$ cat src/design/gmwc_pkg.sv
// shared types, codes and helpers for the gzip member wrapper checker
// no dependencies; used by every module of the block

package gmwc_pkg;

  localparam int unsigned QUEUE_DEPTH = 4;

  localparam logic [7:0]  MAGIC1       = 8'h1f;
  localparam logic [7:0]  MAGIC2       = 8'h8b;
  localparam logic [7:0]  DEFLATED     = 8'h08;
  localparam logic [7:0]  FLAG_REJECT  = 8'h22;  // encrypted or continued
  localparam int unsigned FEXTRA_BIT   = 2;      // flag bit positions
  localparam int unsigned FILENAME     = 3;
  localparam int unsigned COMMENTS     = 4;
  localparam logic [31:0] CRC_POLY     = 32'hedb88320;

  localparam int unsigned IN_DATA_W  = 8;
  localparam int unsigned IN_USER_W  = 2;
  localparam int unsigned OUT_DATA_W = 56;
  localparam int unsigned OUT_USER_W = 3;

  typedef enum logic [1:0] {
    OP_WRAP = 2'd0,
    OP_DATA = 2'd1,
    OP_EOI  = 2'd2,
    OP_BAD  = 2'd3
  } item_kind_t;

  typedef enum logic [3:0] {
    PH_MAGIC1  = 4'd0,
    PH_MAGIC2  = 4'd1,
    PH_METHOD  = 4'd2,
    PH_FLAGS   = 4'd3,
    PH_TIME    = 4'd4,
    PH_XFLOS   = 4'd5,
    PH_XLEN    = 4'd6,
    PH_EXTRA   = 4'd7,
    PH_NAME    = 4'd8,
    PH_COMMENT = 4'd9,
    PH_DATA    = 4'd10,
    PH_TCRC    = 4'd11,
    PH_TLEN    = 4'd12,
    PH_DONE    = 4'd13,
    PH_ERR     = 4'd14
  } phase_t;

  typedef enum logic [2:0] {
    ST_BUSY     = 3'd0,
    ST_HDR_DONE = 3'd1,
    ST_OK       = 3'd2,
    ST_HDR_ERR  = 3'd3,
    ST_TAIL_ERR = 3'd4,
    ST_CRC_ERR  = 3'd5,
    ST_LEN_ERR  = 3'd6,
    ST_SEQ_ERR  = 3'd7
  } status_t;

  typedef enum logic [1:0] {
    KIND_DATA    = 2'd0,
    KIND_NAME    = 2'd1,
    KIND_COMMENT = 2'd2
  } out_kind_t;

  // classified item as it sits in the queue
  typedef struct packed {
    item_kind_t  kind;
    logic [7:0]  data;
    logic        zero;
  } item_t;

  // one result as it leaves the block
  typedef struct packed {
    logic [7:0]  header_flags;
    logic [31:0] mod_time;
    logic [7:0]  out_byte;
    status_t     status;
  } result_t;

  // header section that follows the one just finished
  function automatic phase_t next_section(input logic [7:0] flags, input phase_t done);
    phase_t nxt;
    if (done < PH_EXTRA && flags[FEXTRA_BIT]) begin
      nxt = PH_XLEN;
    end else if (done < PH_NAME && flags[FILENAME]) begin
      nxt = PH_NAME;
    end else if (done < PH_COMMENT && flags[COMMENTS]) begin
      nxt = PH_COMMENT;
    end else begin
      nxt = PH_DATA;
    end
    return nxt;
  endfunction

  // reflected crc-32, one byte
  function automatic logic [31:0] crc32_byte(input logic [31:0] crc, input logic [7:0] b);
    logic [31:0] c;
    c = crc ^ {24'd0, b};
    for (int i = 0; i < 8; i++) begin
      c = c[0] ? ((c >> 1) ^ CRC_POLY) : (c >> 1);
    end
    return c;
  endfunction

endpackage

$ cat src/design/gmwc_back.sv
// parser: header/trailer state machine, crc-32 and length, result register
// depends on gmwc_pkg

module gmwc_back (
  input  logic                              clk,
  input  logic                              rst_n,
  input  logic                              q_valid,
  output logic                              q_ready,
  input  gmwc_pkg::item_t                   q_item,
  output logic                              out_tvalid,
  input  logic                              out_tready,
  output logic [gmwc_pkg::OUT_DATA_W-1:0]   out_tdata,
  output logic [gmwc_pkg::OUT_USER_W-1:0]   out_tuser
);

  gmwc_pkg::phase_t   phase_r, phase_nxt;
  gmwc_pkg::status_t  err_r, err_nxt;
  logic [7:0]         flags_r, flags_nxt;
  logic [1:0]         cnt_r, cnt_nxt;
  logic [15:0]        extra_r, extra_nxt;
  logic [31:0]        time_r, time_nxt;
  logic [31:0]        crc_r, crc_nxt;
  logic [31:0]        len_r, len_nxt;
  logic [31:0]        trail_r, trail_nxt;

  logic               o_valid_r, o_valid_nxt;
  gmwc_pkg::result_t  o_res_r, o_res_nxt;
  logic               o_emit_r, o_emit_nxt;
  gmwc_pkg::out_kind_t o_kind_r, o_kind_nxt;

  logic               pop;
  logic [7:0]         b;
  logic [15:0]        xlen_full;
  logic [15:0]        extra_dec;
  logic [31:0]        trail_upd;
  logic [31:0]        time_upd;
  logic               hdr_adv_ok;

  assign q_ready   = !o_valid_r || out_tready;
  assign pop       = q_valid && q_ready;
  assign b         = q_item.data;
  assign xlen_full = {b, extra_r[7:0]};
  assign extra_dec = extra_r - 16'd1;
  assign trail_upd = trail_r | ({24'd0, b} << {cnt_r, 3'b000});
  assign time_upd  = time_r | ({24'd0, b} << {cnt_r, 3'b000});
  assign hdr_adv_ok = 1'b1;

  // next phase
  always_comb begin
    phase_nxt = phase_r;
    err_nxt   = err_r;
    if (pop) begin
      if (q_item.kind == gmwc_pkg::OP_EOI) begin
        phase_nxt = gmwc_pkg::PH_MAGIC1;
      end else if (phase_r == gmwc_pkg::PH_ERR) begin
        phase_nxt = phase_r;
      end else if (q_item.kind == gmwc_pkg::OP_BAD) begin
        phase_nxt = gmwc_pkg::PH_ERR;
        err_nxt   = gmwc_pkg::ST_SEQ_ERR;
      end else if (q_item.kind == gmwc_pkg::OP_DATA) begin
        if (phase_r != gmwc_pkg::PH_DATA) begin
          phase_nxt = gmwc_pkg::PH_ERR;
          err_nxt   = gmwc_pkg::ST_SEQ_ERR;
        end
      end else begin
        unique case (phase_r)
          gmwc_pkg::PH_MAGIC1: begin
            if (b == gmwc_pkg::MAGIC1) begin
              phase_nxt = gmwc_pkg::PH_MAGIC2;
            end else begin
              phase_nxt = gmwc_pkg::PH_ERR;
              err_nxt   = gmwc_pkg::ST_HDR_ERR;
            end
          end
          gmwc_pkg::PH_MAGIC2: begin
            if (b == gmwc_pkg::MAGIC2) begin
              phase_nxt = gmwc_pkg::PH_METHOD;
            end else begin
              phase_nxt = gmwc_pkg::PH_ERR;
              err_nxt   = gmwc_pkg::ST_HDR_ERR;
            end
          end
          gmwc_pkg::PH_METHOD: begin
            if (b == gmwc_pkg::DEFLATED) begin
              phase_nxt = gmwc_pkg::PH_FLAGS;
            end else begin
              phase_nxt = gmwc_pkg::PH_ERR;
              err_nxt   = gmwc_pkg::ST_HDR_ERR;
            end
          end
          gmwc_pkg::PH_FLAGS: begin
            if ((b & gmwc_pkg::FLAG_REJECT) != 8'd0) begin
              phase_nxt = gmwc_pkg::PH_ERR;
              err_nxt   = gmwc_pkg::ST_HDR_ERR;
            end else begin
              phase_nxt = gmwc_pkg::PH_TIME;
            end
          end
          gmwc_pkg::PH_TIME: begin
            if (cnt_r == 2'd3) begin
              phase_nxt = gmwc_pkg::PH_XFLOS;
            end
          end
          gmwc_pkg::PH_XFLOS: begin
            if (cnt_r == 2'd1) begin
              phase_nxt = gmwc_pkg::next_section(flags_r, gmwc_pkg::PH_XFLOS);
            end
          end
          gmwc_pkg::PH_XLEN: begin
            if (cnt_r != 2'd0) begin
              phase_nxt = (xlen_full == 16'd0) ?
                          gmwc_pkg::next_section(flags_r, gmwc_pkg::PH_EXTRA) :
                          gmwc_pkg::PH_EXTRA;
            end
          end
          gmwc_pkg::PH_EXTRA: begin
            if (extra_dec == 16'd0) begin
              phase_nxt = gmwc_pkg::next_section(flags_r, gmwc_pkg::PH_EXTRA);
            end
          end
          gmwc_pkg::PH_NAME, gmwc_pkg::PH_COMMENT: begin
            if (q_item.zero) begin
              phase_nxt = gmwc_pkg::next_section(flags_r, phase_r);
            end
          end
          gmwc_pkg::PH_DATA: begin
            phase_nxt = gmwc_pkg::PH_TCRC;
          end
          gmwc_pkg::PH_TCRC: begin
            if (cnt_r == 2'd3) begin
              if (trail_upd != ~crc_r) begin
                phase_nxt = gmwc_pkg::PH_ERR;
                err_nxt   = gmwc_pkg::ST_CRC_ERR;
              end else begin
                phase_nxt = gmwc_pkg::PH_TLEN;
              end
            end
          end
          gmwc_pkg::PH_TLEN: begin
            if (cnt_r == 2'd3) begin
              if (trail_upd != len_r) begin
                phase_nxt = gmwc_pkg::PH_ERR;
                err_nxt   = gmwc_pkg::ST_LEN_ERR;
              end else begin
                phase_nxt = gmwc_pkg::PH_DONE;
              end
            end
          end
          default: begin
            // wrapper byte after a finished member
            phase_nxt = gmwc_pkg::PH_ERR;
            err_nxt   = gmwc_pkg::ST_SEQ_ERR;
          end
        endcase
      end
    end
  end

  // datapath updates and result
  always_comb begin
    flags_nxt   = flags_r;
    cnt_nxt     = cnt_r;
    extra_nxt   = extra_r;
    time_nxt    = time_r;
    crc_nxt     = crc_r;
    len_nxt     = len_r;
    trail_nxt   = trail_r;
    o_valid_nxt = o_valid_r;
    o_res_nxt   = o_res_r;
    o_emit_nxt  = o_emit_r;
    o_kind_nxt  = o_kind_r;

    if (out_tready) begin
      o_valid_nxt = 1'b0;
    end

    if (pop) begin
      o_valid_nxt       = 1'b1;
      o_emit_nxt        = 1'b0;
      o_kind_nxt        = gmwc_pkg::KIND_DATA;
      o_res_nxt.out_byte = 8'd0;
      o_res_nxt.status  = gmwc_pkg::ST_BUSY;

      if (q_item.kind == gmwc_pkg::OP_EOI) begin
        priority if (phase_r == gmwc_pkg::PH_ERR) begin
          o_res_nxt.status = err_r;
        end else if (phase_r == gmwc_pkg::PH_DONE) begin
          o_res_nxt.status = gmwc_pkg::ST_OK;
        end else if (phase_r <= gmwc_pkg::PH_COMMENT) begin
          o_res_nxt.status = gmwc_pkg::ST_HDR_ERR;
        end else begin
          o_res_nxt.status = gmwc_pkg::ST_TAIL_ERR;
        end
      end else begin
        priority if (phase_r == gmwc_pkg::PH_ERR) begin
          o_res_nxt.status = err_r;
        end else if (phase_nxt == gmwc_pkg::PH_ERR) begin
          o_res_nxt.status = err_nxt;
        end else if (phase_nxt == gmwc_pkg::PH_DATA && phase_r != gmwc_pkg::PH_DATA &&
                     hdr_adv_ok) begin
          o_res_nxt.status = gmwc_pkg::ST_HDR_DONE;
        end else if (phase_nxt == gmwc_pkg::PH_DONE && phase_r == gmwc_pkg::PH_TLEN) begin
          o_res_nxt.status = gmwc_pkg::ST_OK;
        end else begin
          o_res_nxt.status = gmwc_pkg::ST_BUSY;
        end
      end

      // register updates only while not in error
      if (q_item.kind == gmwc_pkg::OP_DATA && phase_r == gmwc_pkg::PH_DATA) begin
        crc_nxt            = gmwc_pkg::crc32_byte(crc_r, b);
        len_nxt            = len_r + 32'd1;
        o_emit_nxt         = 1'b1;
        o_kind_nxt         = gmwc_pkg::KIND_DATA;
        o_res_nxt.out_byte = b;
      end else if (q_item.kind == gmwc_pkg::OP_WRAP) begin
        unique case (phase_r)
          gmwc_pkg::PH_FLAGS: begin
            flags_nxt = b;
            cnt_nxt   = 2'd0;
          end
          gmwc_pkg::PH_TIME: begin
            time_nxt = time_upd;
            cnt_nxt  = cnt_r + 2'd1;
          end
          gmwc_pkg::PH_XFLOS: begin
            cnt_nxt = (cnt_r == 2'd1) ? 2'd0 : 2'd1;
          end
          gmwc_pkg::PH_XLEN: begin
            if (cnt_r == 2'd0) begin
              extra_nxt = {8'd0, b};
              cnt_nxt   = 2'd1;
            end else begin
              extra_nxt = xlen_full;
              cnt_nxt   = 2'd0;
            end
          end
          gmwc_pkg::PH_EXTRA: begin
            extra_nxt = extra_dec;
            cnt_nxt   = 2'd0;
          end
          gmwc_pkg::PH_NAME, gmwc_pkg::PH_COMMENT: begin
            cnt_nxt = 2'd0;
            if (!q_item.zero) begin
              o_emit_nxt         = 1'b1;
              o_kind_nxt         = (phase_r == gmwc_pkg::PH_NAME) ?
                                   gmwc_pkg::KIND_NAME : gmwc_pkg::KIND_COMMENT;
              o_res_nxt.out_byte = b;
            end
          end
          gmwc_pkg::PH_DATA: begin
            trail_nxt = {24'd0, b};
            cnt_nxt   = 2'd1;
          end
          gmwc_pkg::PH_TCRC: begin
            trail_nxt = trail_upd;
            cnt_nxt   = cnt_r + 2'd1;
            if (cnt_r == 2'd3 && trail_upd == ~crc_r) begin
              trail_nxt = 32'd0;
            end
          end
          gmwc_pkg::PH_TLEN: begin
            trail_nxt = trail_upd;
            cnt_nxt   = cnt_r + 2'd1;
          end
          default: begin
            // magic, method, done and error phases touch no registers
          end
        endcase
      end

      // captured fields shown before an end-of-input return to reset
      o_res_nxt.mod_time     = time_nxt;
      o_res_nxt.header_flags = flags_nxt;

      if (q_item.kind == gmwc_pkg::OP_EOI) begin
        flags_nxt = 8'd0;
        cnt_nxt   = 2'd0;
        extra_nxt = 16'd0;
        time_nxt  = 32'd0;
        crc_nxt   = 32'hffffffff;
        len_nxt   = 32'd0;
        trail_nxt = 32'd0;
      end
    end
  end

  always_ff @(posedge clk) begin
    if (!rst_n) begin
      phase_r   <= gmwc_pkg::PH_MAGIC1;
      err_r     <= gmwc_pkg::ST_BUSY;
      flags_r   <= 8'd0;
      cnt_r     <= 2'd0;
      extra_r   <= 16'd0;
      time_r    <= 32'd0;
      crc_r     <= 32'hffffffff;
      len_r     <= 32'd0;
      trail_r   <= 32'd0;
      o_valid_r <= 1'b0;
    end else begin
      phase_r   <= phase_nxt;
      err_r     <= err_nxt;
      flags_r   <= flags_nxt;
      cnt_r     <= cnt_nxt;
      extra_r   <= extra_nxt;
      time_r    <= time_nxt;
      crc_r     <= crc_nxt;
      len_r     <= len_nxt;
      trail_r   <= trail_nxt;
      o_valid_r <= o_valid_nxt;
    end
  end

  always_ff @(posedge clk) begin
    o_res_r  <= o_res_nxt;
    o_emit_r <= o_emit_nxt;
    o_kind_r <= o_kind_nxt;
  end

  assign out_tvalid = o_valid_r;
  assign out_tdata  = {{(gmwc_pkg::OUT_DATA_W - $bits(gmwc_pkg::result_t)){1'b0}}, o_res_r};
  assign out_tuser  = {o_kind_r, o_emit_r};

endmodule
$ cat config.mk
export PLATFORM = sky130hd
export DESIGN_NAME = gmwc_back
export DESIGN_NICKNAME = d
export VERILOG_FILES = /design/src/design/gmwc_pkg.sv /design/src/design/gmwc_back.sv
export SDC_FILE = /design/constraint.sdc
export NUM_CORES = 1
export LEC_CHECK = 0
export ABC_CLOCK_PERIOD_IN_PS = 4300
export BUFFER_PORTS_ARGS = -buffer_cell sky130_fd_sc_hd__buf_2
export CAP_MARGIN = 25
export CORE_ASPECT_RATIO = 0.6
export CORE_MARGIN = 2
export CORE_UTILIZATION = 31
export DETAILED_ROUTE_END_ITERATION = 12
export MAX_ROUTING_LAYER = met4
export PLACE_DENSITY_LB_ADDON = 0.3
export SYNTH_ARGS = -nofsm -noshare
export SYNTH_HDL_FRONTEND = slang
export SYNTH_SLANG_ARGS = --single-unit
$ cat constraint.sdc
create_clock -name clk -period 4.3 [get_ports clk]
set_input_delay 0.43 -clock clk [delete_from_list [all_inputs] [get_ports clk]]
set_output_delay 0.43 -clock clk [all_outputs]
set_load 0.02 [all_outputs]
==> results_dict.tcl, run 1 <==
set metrics [dict create \
    tightest_slew_ns 0.9819 \
    netlist_instances 1355 \
    antenna_found_initial 0 \
    first_pass_iters 6 \
    switching_share_pct 28.23 \
    fill_cells 3854 \
    routedWlPerCell_um 21.80 \
    gp_congestion 0.9765 \
    syn_area_mm2 0.01173 \
    outcome "finished, final reports clean" \
    slew_headroom_pct 34.54 \
    post_cts_buffers 0 \
    cts_max_path_buffers 3 \
    grtUsageTotal_pct 21.93 \
    hold_depth 3 \
    crit_end "out_tdata[2]" \
    hold_violations 0 \
    synth-edff-count 54 \
    clkPwrFrac_pct 41.0 \
    crit_arrival_ns 4.29 \
    end_kind "register" \
    ant_nets 0 \
    skew_ns 0.01008 \
    yosysTopAreaCellShare_pct 27.64 \
    critPathLaunch "cnt_r[1]" \
    drive_gt1_share_pct 12.76 \
    cts-resized-gates 0 \
    synth_area_leaders "dfxtp_1, edfxtp_1, xnor2_1" \
    postLayoutSetupSlackWorst_ns 0.3015 \
    clkSinkCount 216 \
    cts_hold_buf 0 \
    layout_min_cycle_time_ns 3.999 \
    powerDensity_mw_per_mm2 374.7 \
    yosysWarnings 0 \
    ys_seq_elements 216 \
    synth_top_cell_by_area "dfxtp_1" \
    htreeDepth 1 \
    p_int_uw 3625 \
    r2r-end "out_tdata[2]" \
    start_util_pct 31.29 \
    rsz0062_at_grt "no" \
    leakagePower_uw 0.005164 \
    vias 10770 \
    reg2reg_depth 11 \
    dpl.hpwl_um 30530 \
    drv_slew 0 \
    grt_first_pass_wirelength_um 63450 \
    cts_tree "yes" \
    async_reset_ff_share_pct 0 \
    r2r_start "cnt_r[1]" \
    grt_pass1_vias 9860 \
    grt.overflow.total 0 \
    grt_max_degree 83 \
    clk_latency_ns 0.54 \
    min_period_over_period_pct 92.99 \
    boundaryPins 76 \
    synth_cell_types 79 \
    die_height_um 154.7 \
    synth_flop_cell "dfxtp_1" \
    switchingPower_uw 1426 \
    critPathMaxFanout 16 \
    area_delta_synth_final_pct 14.90 \
    clkSlewWorstSetupHoldPaths_ns 0.06 \
    drc 0 \
    multi_input_area_mm2 0.006404 \
    die_area_mm2 0.03947 \
    rows 55 \
    nNetsFinal 1431 \
    fmax_mhz 250.1 \
    port_buffers 70 \
    routed_via_density 5.550 \
    drv_cap 0 \
    cts_buffers 22 \
    avgSynthCellArea_um2 8.660 \
    p_seq_share_pct 43.5 \
    hold_class "input port to register" \
    core_mm2 0.03750 \
    max-vdd-ir-drop_mv 0.2451 \
    pre_cts_ws_ns 0.3837 \
    p_comb_share_pct 15.5 \
    r2r_slack_ns 0.30 \
    routed_wl_um 42280 \
    ff_latch_area_mm2 0.004865 \
    clock-root-buffer "clkbuf_16" \
    finalSetupTns_ns 0 \
    finalCoreUtilization_pct 35.95 \
    drt_iter0_drc 1323 \
    die_w_um 255.2 \
    required_ns 4.59 \
    fin_cells 1940 \
    worstSetupPathType "register to register" \
    dp.cells 1898 \
    startpoint_type "register" \
    ys_seq_area_share_pct 41.46 \
    finalSetupViolCount 0 \
    power_uw 5051 \
]
-- worst max-delay path, stage by stage, from the launching register on --
cell and delay [ns]:
dfxtp_1 0.68, buf_4 0.25, nor3b_1 0.08, or3_1 0.35, a2111oi_0 0.68, nand4_1 0.19
nor4_2 0.36, buf_4 0.21, nor2_2 0.07, o41ai_2 0.46, a211oi_1 0.17, a32o_1 0.25
-- layout by cell type (no fill, tap or decap), drive strengths merged, types with 21 or more instances in the layout --
cell type | synthesis | final
a21o | 36 | 36
a22oi | 25 | 25
buf | 21 | 118
o22ai | 34 | 34
nand3 | 45 | 45
xnor2 | 103 | 103
nor3b | 42 | 42
nand2 | 93 | 93
and2 | 29 | 29
dfxtp | 162 | 162
a21oi | 64 | 64
clkbuf | 70 | 28
inv | 20 | 21
o21ai | 53 | 53
edfxtp | 54 | 54
nor3 | 24 | 24
xor2 | 27 | 27
nor2 | 190 | 190
-- per-stage QoR --
stage	hold WS (ns)	instance area [µm²]
floorplan	0.4444	11750
global placement	0.4619	12690
detailed placement	0.4682	12690
CTS	0.1371	13460
global route	0.1625	13480
finish	0.1487	13480
-- power by group through the flow --
stage | Sequential (µW) | Combinational (µW) | Clock (µW)
3_5_place_dp | 2240 | 761 | 0
4_1_cts | 2200 | 765 | 2120
2_1_floorplan | 2250 | 521 | 0
3_3_place_gp | 2240 | 760 | 0
5_1_grt | 2200 | 842 | 2200
6_report | 2200 | 781 | 2070
-- worst min path at each step --
stage / startpoint / to / slack [ns]
floorplan: trail_r[25] / trail_r[25] / 0.44
finish: q_valid / out_tvalid / 0.15
detailed placement: trail_r[25] / trail_r[25] / 0.47
global placement: trail_r[25] / trail_r[25] / 0.46
global route: q_valid / out_tvalid / 0.16
CTS: q_valid / out_tvalid / 0.14
-- layout make-up --
class                   count  area share (%)
well taps                 513           4.761
clock inverters            12           1.123
diodes                      1         0.01856
multi-input cells        1031           47.50
repair buffers            118           5.364
inverters                  21          0.5940
flip-flops and latches    216           36.08
clock buffers              28           4.557
-- Yosys cell counts (23+ instances only) --
| cell | count |
|---|---|
| nand3_1 | 45 |
| a21oi_1 | 64 |
| a21o_1 | 36 |
| clkbuf_1 | 70 |
| o22ai_1 | 34 |
| and2_1 | 28 |
| nor3b_1 | 42 |
| nand2_1 | 93 |
| o21ai_0 | 50 |
| dfxtp_1 | 162 |
| xnor2_1 | 103 |
| edfxtp_1 | 54 |
| nor2_1 | 189 |
| nor3_1 | 23 |
| xor2_1 | 27 |
| a22oi_1 | 25 |
-- kinds of logic (layout without fill, tap and decap cells) --
group           Yosys count  count (layout)  share of synthesized area [%]
compound gates          322             322                          18.72
xor+xnor                130             130                          9.704
fa+ha+maj                 6               6                         0.6398
buf+inv                 112             179                          4.137
flops                   216             216                          41.46
mux                      13              13                          1.194
other cells               1               6                        0.03196
simple gates            555             555                          24.11
-- state kept, by name, indices dropped and copies added, names as in the netlist --
name,flops
cnt_r,2
crc_r,32
err_r,3
extra_r,16
flags_r,8
len_r,32
o_emit_r,1
o_kind_r,2
out_tdata,51
out_tvalid,1
phase_r,4
time_r,32
trail_r,32
-- layer usage --
metal  share of wire (%)  global-route usage, %
met1                  50                  34.04
met2                  36                  26.95
met3                  11                  7.051
met4                 1.6                  3.453
met5                   0                      -
Power figures use the tool's default switching activity.
==> run 2, diff against run 1 <==
==> constraint.sdc (replaced) <==
create_clock -name clk -period 4.3 [get_ports clk]
set_input_delay 0.645 -clock clk [delete_from_list [all_inputs] [get_ports clk]]
set_output_delay 0.645 -clock clk [all_outputs]
set_load 0.02 [all_outputs]
==> results_dict.tcl, run 2 (synthesis gave the netlist of run 1 again) <==
set metrics [dict create \
    clock-root-buffer "clkbuf_16" \
    power_uw 5116 \
    cts_buffers 23 \
    cts-resized-gates 0 \
    crit_top_cell "buf_4" \
    worstHoldStart "q_valid" \
    rsz0062_at_grt "no" \
    hold_violations 0 \
    port_buffers 70 \
    drv_slew 0 \
    die_height_um 154.7 \
    ant_nets 0 \
    post_cts_buffers 0 \
    p_int_uw 3648 \
    htreeDepth 1 \
    rows 55 \
    critical_path.cell_chain "buf_4, nor3b_1, or3_1, a2111oi_0, nand4_1, nor4_2, buf_4, nor2_2, o41ai_2, a211oi_1, a32o_1" \
    crit_family "compound AO/OA/AOI/OAI gates" \
    clkPwrFrac_pct 41.7 \
    most-common-layout-cells "nor2_1, dfxtp_1, xnor2_1" \
    cts_tree "yes" \
    nNetsFinal 1434 \
    boundaryPins 76 \
    cp_slowest_stage_delay_ns 0.65 \
    routed_wl_um 43650 \
    crit_buf_inv 2 \
    hold_class "input port to register" \
    startpoint_type "register" \
    dpl.hpwl_um 31650 \
    drv_cap 0 \
    start_util_pct 31.29 \
    required_ns 4.60 \
    skew_ns 0.01907 \
    grtUsageTotal_pct 22.59 \
    p_comb_share_pct 15.2 \
    critPathLaunch "cnt_r[0]" \
    p_seq_share_pct 43.1 \
    end_kind "register" \
    fill_cells 3820 \
    slowest_stage "dfxtp_1" \
    whs_ns 0.3429 \
    layout_min_cycle_time_ns 3.895 \
    clkSlewWorstSetupHoldPaths_ns 0.07 \
    min_period_over_period_pct 90.59 \
    layout_commonest_cell "nor2_1" \
    slew_headroom_pct 35.00 \
    crit_arrival_ns 4.19 \
    antenna_cells 0 \
    vias 10940 \
    outcome "finished, final reports clean" \
    routedWlPerCell_um 22.47 \
    critPathMaxFanout 15 \
    die_w_um 255.2 \
    fmax_mhz 256.7 \
    grt.overflow.total 0 \
    worstSetupPathType "register to register" \
    antenna_found_initial 0 \
    grt_first_pass_wirelength_um 65220 \
    clkSinkCount 216 \
    grt_pass1_vias 9837 \
    drc 0 \
    die_area_mm2 0.03947 \
    cts_hold_buf 0 \
    max-vdd-ir-drop_mv 0.2691 \
    gp_congestion 0.9925 \
    tightest_slew_ns 0.9751 \
    core_mm2 0.03750 \
    first_pass_iters 5 \
    drt_iter0_drc 1204 \
    largest_reg_flops 51 \
    grt_max_degree 82 \
    finalSetupViolCount 0 \
    clk_latency_ns 0.55 \
    routed_via_density 5.631 \
    powerDensity_mw_per_mm2 378.5 \
    switchingPower_uw 1468 \
    r2r_start "cnt_r[0]" \
    finalSetupTns_ns 0 \
    cts_max_path_buffers 3 \
    area_delta_synth_final_pct 15.20 \
    leakagePower_uw 0.005178 \
    drive_gt1_share_pct 13.08 \
    switching_share_pct 28.70 \
]
==> run 2: cell count changes in the layout (fill, tap and decap cells not counted), sizes merged <==
cell	previous run	this run
buf	118	120
bufinv	3	2
clkbuf	28	30
clkinv	8	7
clkinvlp	1	3
diode	1	0
==> run 2: path summary, 6_finish.rpt <==
check | end | slack [ns] | cells past startpoint
max | out_tdata[2] | 0.40 | 11
min | out_tvalid | 0.34 | 3
max reg2reg | out_tdata[2] | 0.40 | 11
min reg2reg | time_r[22] | 0.49 | 2
==> run 2: stage by stage <==
step | setup WS, ns | cell area, µm² | instances | util, %
final | 0.4048 | 13520 | 1943 | 36.04
after global routing | 0.1383 | 13520 | 1943 | 36.04
after CTS | 0.4174 | 13520 | 1943 | 36.04
after detailed placement | 0.3794 | 12720 | 1901 | 33.90
after global placement | 0.4283 | 12720 | 1901 | 33.90
after floorplan | 0.6769 | 11750 | 1359 | -
==> run 2: tightest hold or removal path, stage by stage <==
cell and delay (ns):
buf_2 0.10, inv_1 0.04, a21oi_1 0.05
==> run 2: routing by layer <==
layer	GRT usage, %	up-vias	wire length, µm
met5	-	-	0
li1	-	5010	-
met1	35.34	5321	22170
met2	27.64	547	15970
met3	6.328	64	4618
met4	4.595	0	890
==> run 2: final cells by class <==
class | count | area, µm² | share of cell area [%]
Tap cell | 513 | 641.9 | 4.749
Clock inverter | 12 | 137.6 | 1.018
Multi-Input combinational cell | 1031 | 6404 | 47.38
Timing Repair Buffer | 120 | 725.7 | 5.369
Clock buffer | 30 | 663.1 | 4.906
Sequential cell | 216 | 4865 | 35.99
Inverter | 21 | 80.08 | 0.5924
==> run 2: power groups by stage <==
| stage | combinational, µW | sequential [µW] | clock, µW |
|---|---|---|---|
| global route | 844 | 2210 | 2250 |
| detailed placement | 762 | 2250 | 0 |
| floorplan | 521 | 2250 | 0 |
| global placement | 765 | 2250 | 0 |
| finish | 779 | 2210 | 2130 |
| CTS | 768 | 2200 | 2180 |
==> run 3, diff against run 2 <==
--- a/config.mk
+++ b/config.mk
@@ -7,5 +7,5 @@
 export LEC_CHECK = 0
 export ABC_CLOCK_PERIOD_IN_PS = 4300
-export BUFFER_PORTS_ARGS = -buffer_cell sky130_fd_sc_hd__buf_2
+export BUFFER_PORTS_ARGS = -buffer_cell sky130_fd_sc_hd__buf_4
 export CAP_MARGIN = 25
 export CORE_ASPECT_RATIO = 0.6
==> constraint.sdc (replaced) <==
create_clock -name clk -period 4.3 [get_ports clk]
set_input_delay 0.86 -clock clk [delete_from_list [all_inputs] [get_ports clk]]
set_output_delay 0.86 -clock clk [all_outputs]
set_load 0.02 [all_outputs]
==> results_dict.tcl, run 3 (synthesis gave the netlist of run 1 again) <==
set metrics [dict create \
    cts_hold_buf 0 \
    worstSetupPathType "register to register" \
    start_util_pct 31.29 \
    hold_violations 0 \
    nNetsFinal 1429 \
    drc 0 \
    tightest_slew_ns 0.9949 \
    core_mm2 0.03750 \
    drv_cap 0 \
    grt_max_degree 82 \
    place_area_mm2 0.01285 \
    clkSinkCount 216 \
    crit_arrival_ns 4.18 \
    layout_min_cycle_time_ns 3.885 \
    max-vdd-ir-drop_mv 0.2860 \
    powerDensity_mw_per_mm2 383.6 \
    switchingPower_uw 1465 \
    antenna_cells 0 \
    finalCoreUtilization_pct 36.54 \
    area_delta_synth_final_pct 16.80 \
    grt.overflow.total 0 \
    rows 55 \
    end_kind "register" \
    required_ns 4.59 \
    drive_gt1_share_pct 12.91 \
    finalSetupViolCount 0 \
    gp_congestion 0.9874 \
    dpl.hpwl_um 30940 \
    rsz0062_at_grt "no" \
    fin_area_mm2 0.01371 \
    finalSetupTns_ns 0 \
    p_comb_share_pct 15.0 \
    critPathMaxFanout 16 \
    pre_cts_ws_ns 0.1005 \
    outcome "finished, final reports clean" \
    p_seq_share_pct 41.9 \
    grt_first_pass_wirelength_um 62930 \
    postLayoutSetupSlackWorst_ns 0.4152 \
    largest_reg_flops 51 \
    hold_class "register to register" \
    most-common-layout-cells "nor2_1, dfxtp_1, buf_4" \
    routed_via_density 5.560 \
    grt_pass1_vias 9598 \
    ant_nets 0 \
    layout_commonest_cell "nor2_1" \
    leakagePower_uw 0.005231 \
    htreeDepth 1 \
    routedWlPerCell_um 22.00 \
    die_area_mm2 0.03947 \
    grtUsageTotal_pct 21.90 \
    drv_slew 0 \
    clk_latency_ns 0.55 \
    min_period_over_period_pct 90.34 \
    cts_buffers 23 \
    boundaryPins 76 \
    routed_wl_um 42640 \
    die_height_um 154.7 \
    first_pass_iters 7 \
    clkPwrFrac_pct 43.1 \
    die_w_um 255.2 \
    drt_iter0_drc 1240 \
    vias 10780 \
    power_uw 5258 \
    skew_ns 0.01232 \
    post_cts_buffers 0 \
    port_buffers 70 \
    fmax_mhz 257.4 \
    startpoint_type "register" \
    cts_max_path_buffers 3 \
    switching_share_pct 27.86 \
    cts_tree "yes" \
    antenna_found_initial 0 \
    slew_headroom_pct 33.67 \
    p_int_uw 3793 \
    clkSlewWorstSetupHoldPaths_ns 0.07 \
    clock-root-buffer "clkbuf_16" \
]
run 3: cell count changes in the layout (fill, tap and decap cells not counted), moves of 2 or more:
cell	change
bufinv_16	+3
clkbuf_8	-3
buf_4	+65
dfxtp_1	-2
dfxtp_2	+2
clkinvlp_4	-2
buf_2	-70
run 3: cell type report:
class / instances / area, µm²
clock buffers: 27 / 621.8
repair buffers: 115 / 863.3
fillers: 3806 / 23800
well taps: 513 / 641.9
flip-flops and latches: 216 / 4867
multi-input cells: 1031 / 6404
clock inverters: 15 / 227.7
inverters: 21 / 80.08
run 3: power groups by stage:
stage | Combinational [µW] | Sequential (µW) | Clock (µW)
after detailed placement | 774 | 2240 | 0
after global routing | 849 | 2200 | 2400
final | 790 | 2200 | 2270
after floorplan | 521 | 2250 | 0
after CTS | 779 | 2200 | 2300
after global placement | 773 | 2240 | 0
run 3: worst max-delay path, cell delays in order, from the launching register on:
cell,delay [ns]
dfxtp_2,0.56
nor2b_1,0.32
buf_4,0.27
a221oi_1,0.13
a2111oi_0,0.42
buf_4,0.21
nand4_1,0.09
nor4_2,0.55
buf_4,0.23
nor2_2,0.06
o41ai_2,0.32
a21oi_1,0.14
a311o_1,0.32
run 3: routing by layer:
layer	global-route usage, %	part of all wire, %	vias to the layer above
li1	-	-	5003
met1	34.27	50	5205
met2	26.06	36	521
met3	7.405	12	47
met4	3.954	1.7	0
met5	-	0	-
run 3: final timing paths:
path | from | to | slack, ns | depth (start not counted)
worst max-delay path | cnt_r[0] | out_tdata[1] | 0.42 | 12
worst min-delay path | trail_r[25] | trail_r[25] | 0.48 | 2
worst max register to register | cnt_r[0] | out_tdata[1] | 0.42 | 12
worst min register to register | trail_r[25] | trail_r[25] | 0.48 | 2
run 3: repair_timing:
| action | 4_1_cts | 5_1_grt |
|---|---|---|
| gates resized for setup | 0 | 2 |
| endpoints found under the hold margin | 0 | 0 |
| setup endpoints to repair | 0 | 3 |
run 3: stage by stage:
stage,hold slack (ns),instances
finish,0.4821,1938
global route,0.5033,1938
CTS,0.4777,1938
detailed placement,0.4690,1896
global placement,0.4662,1896
floorplan,0.4444,1359
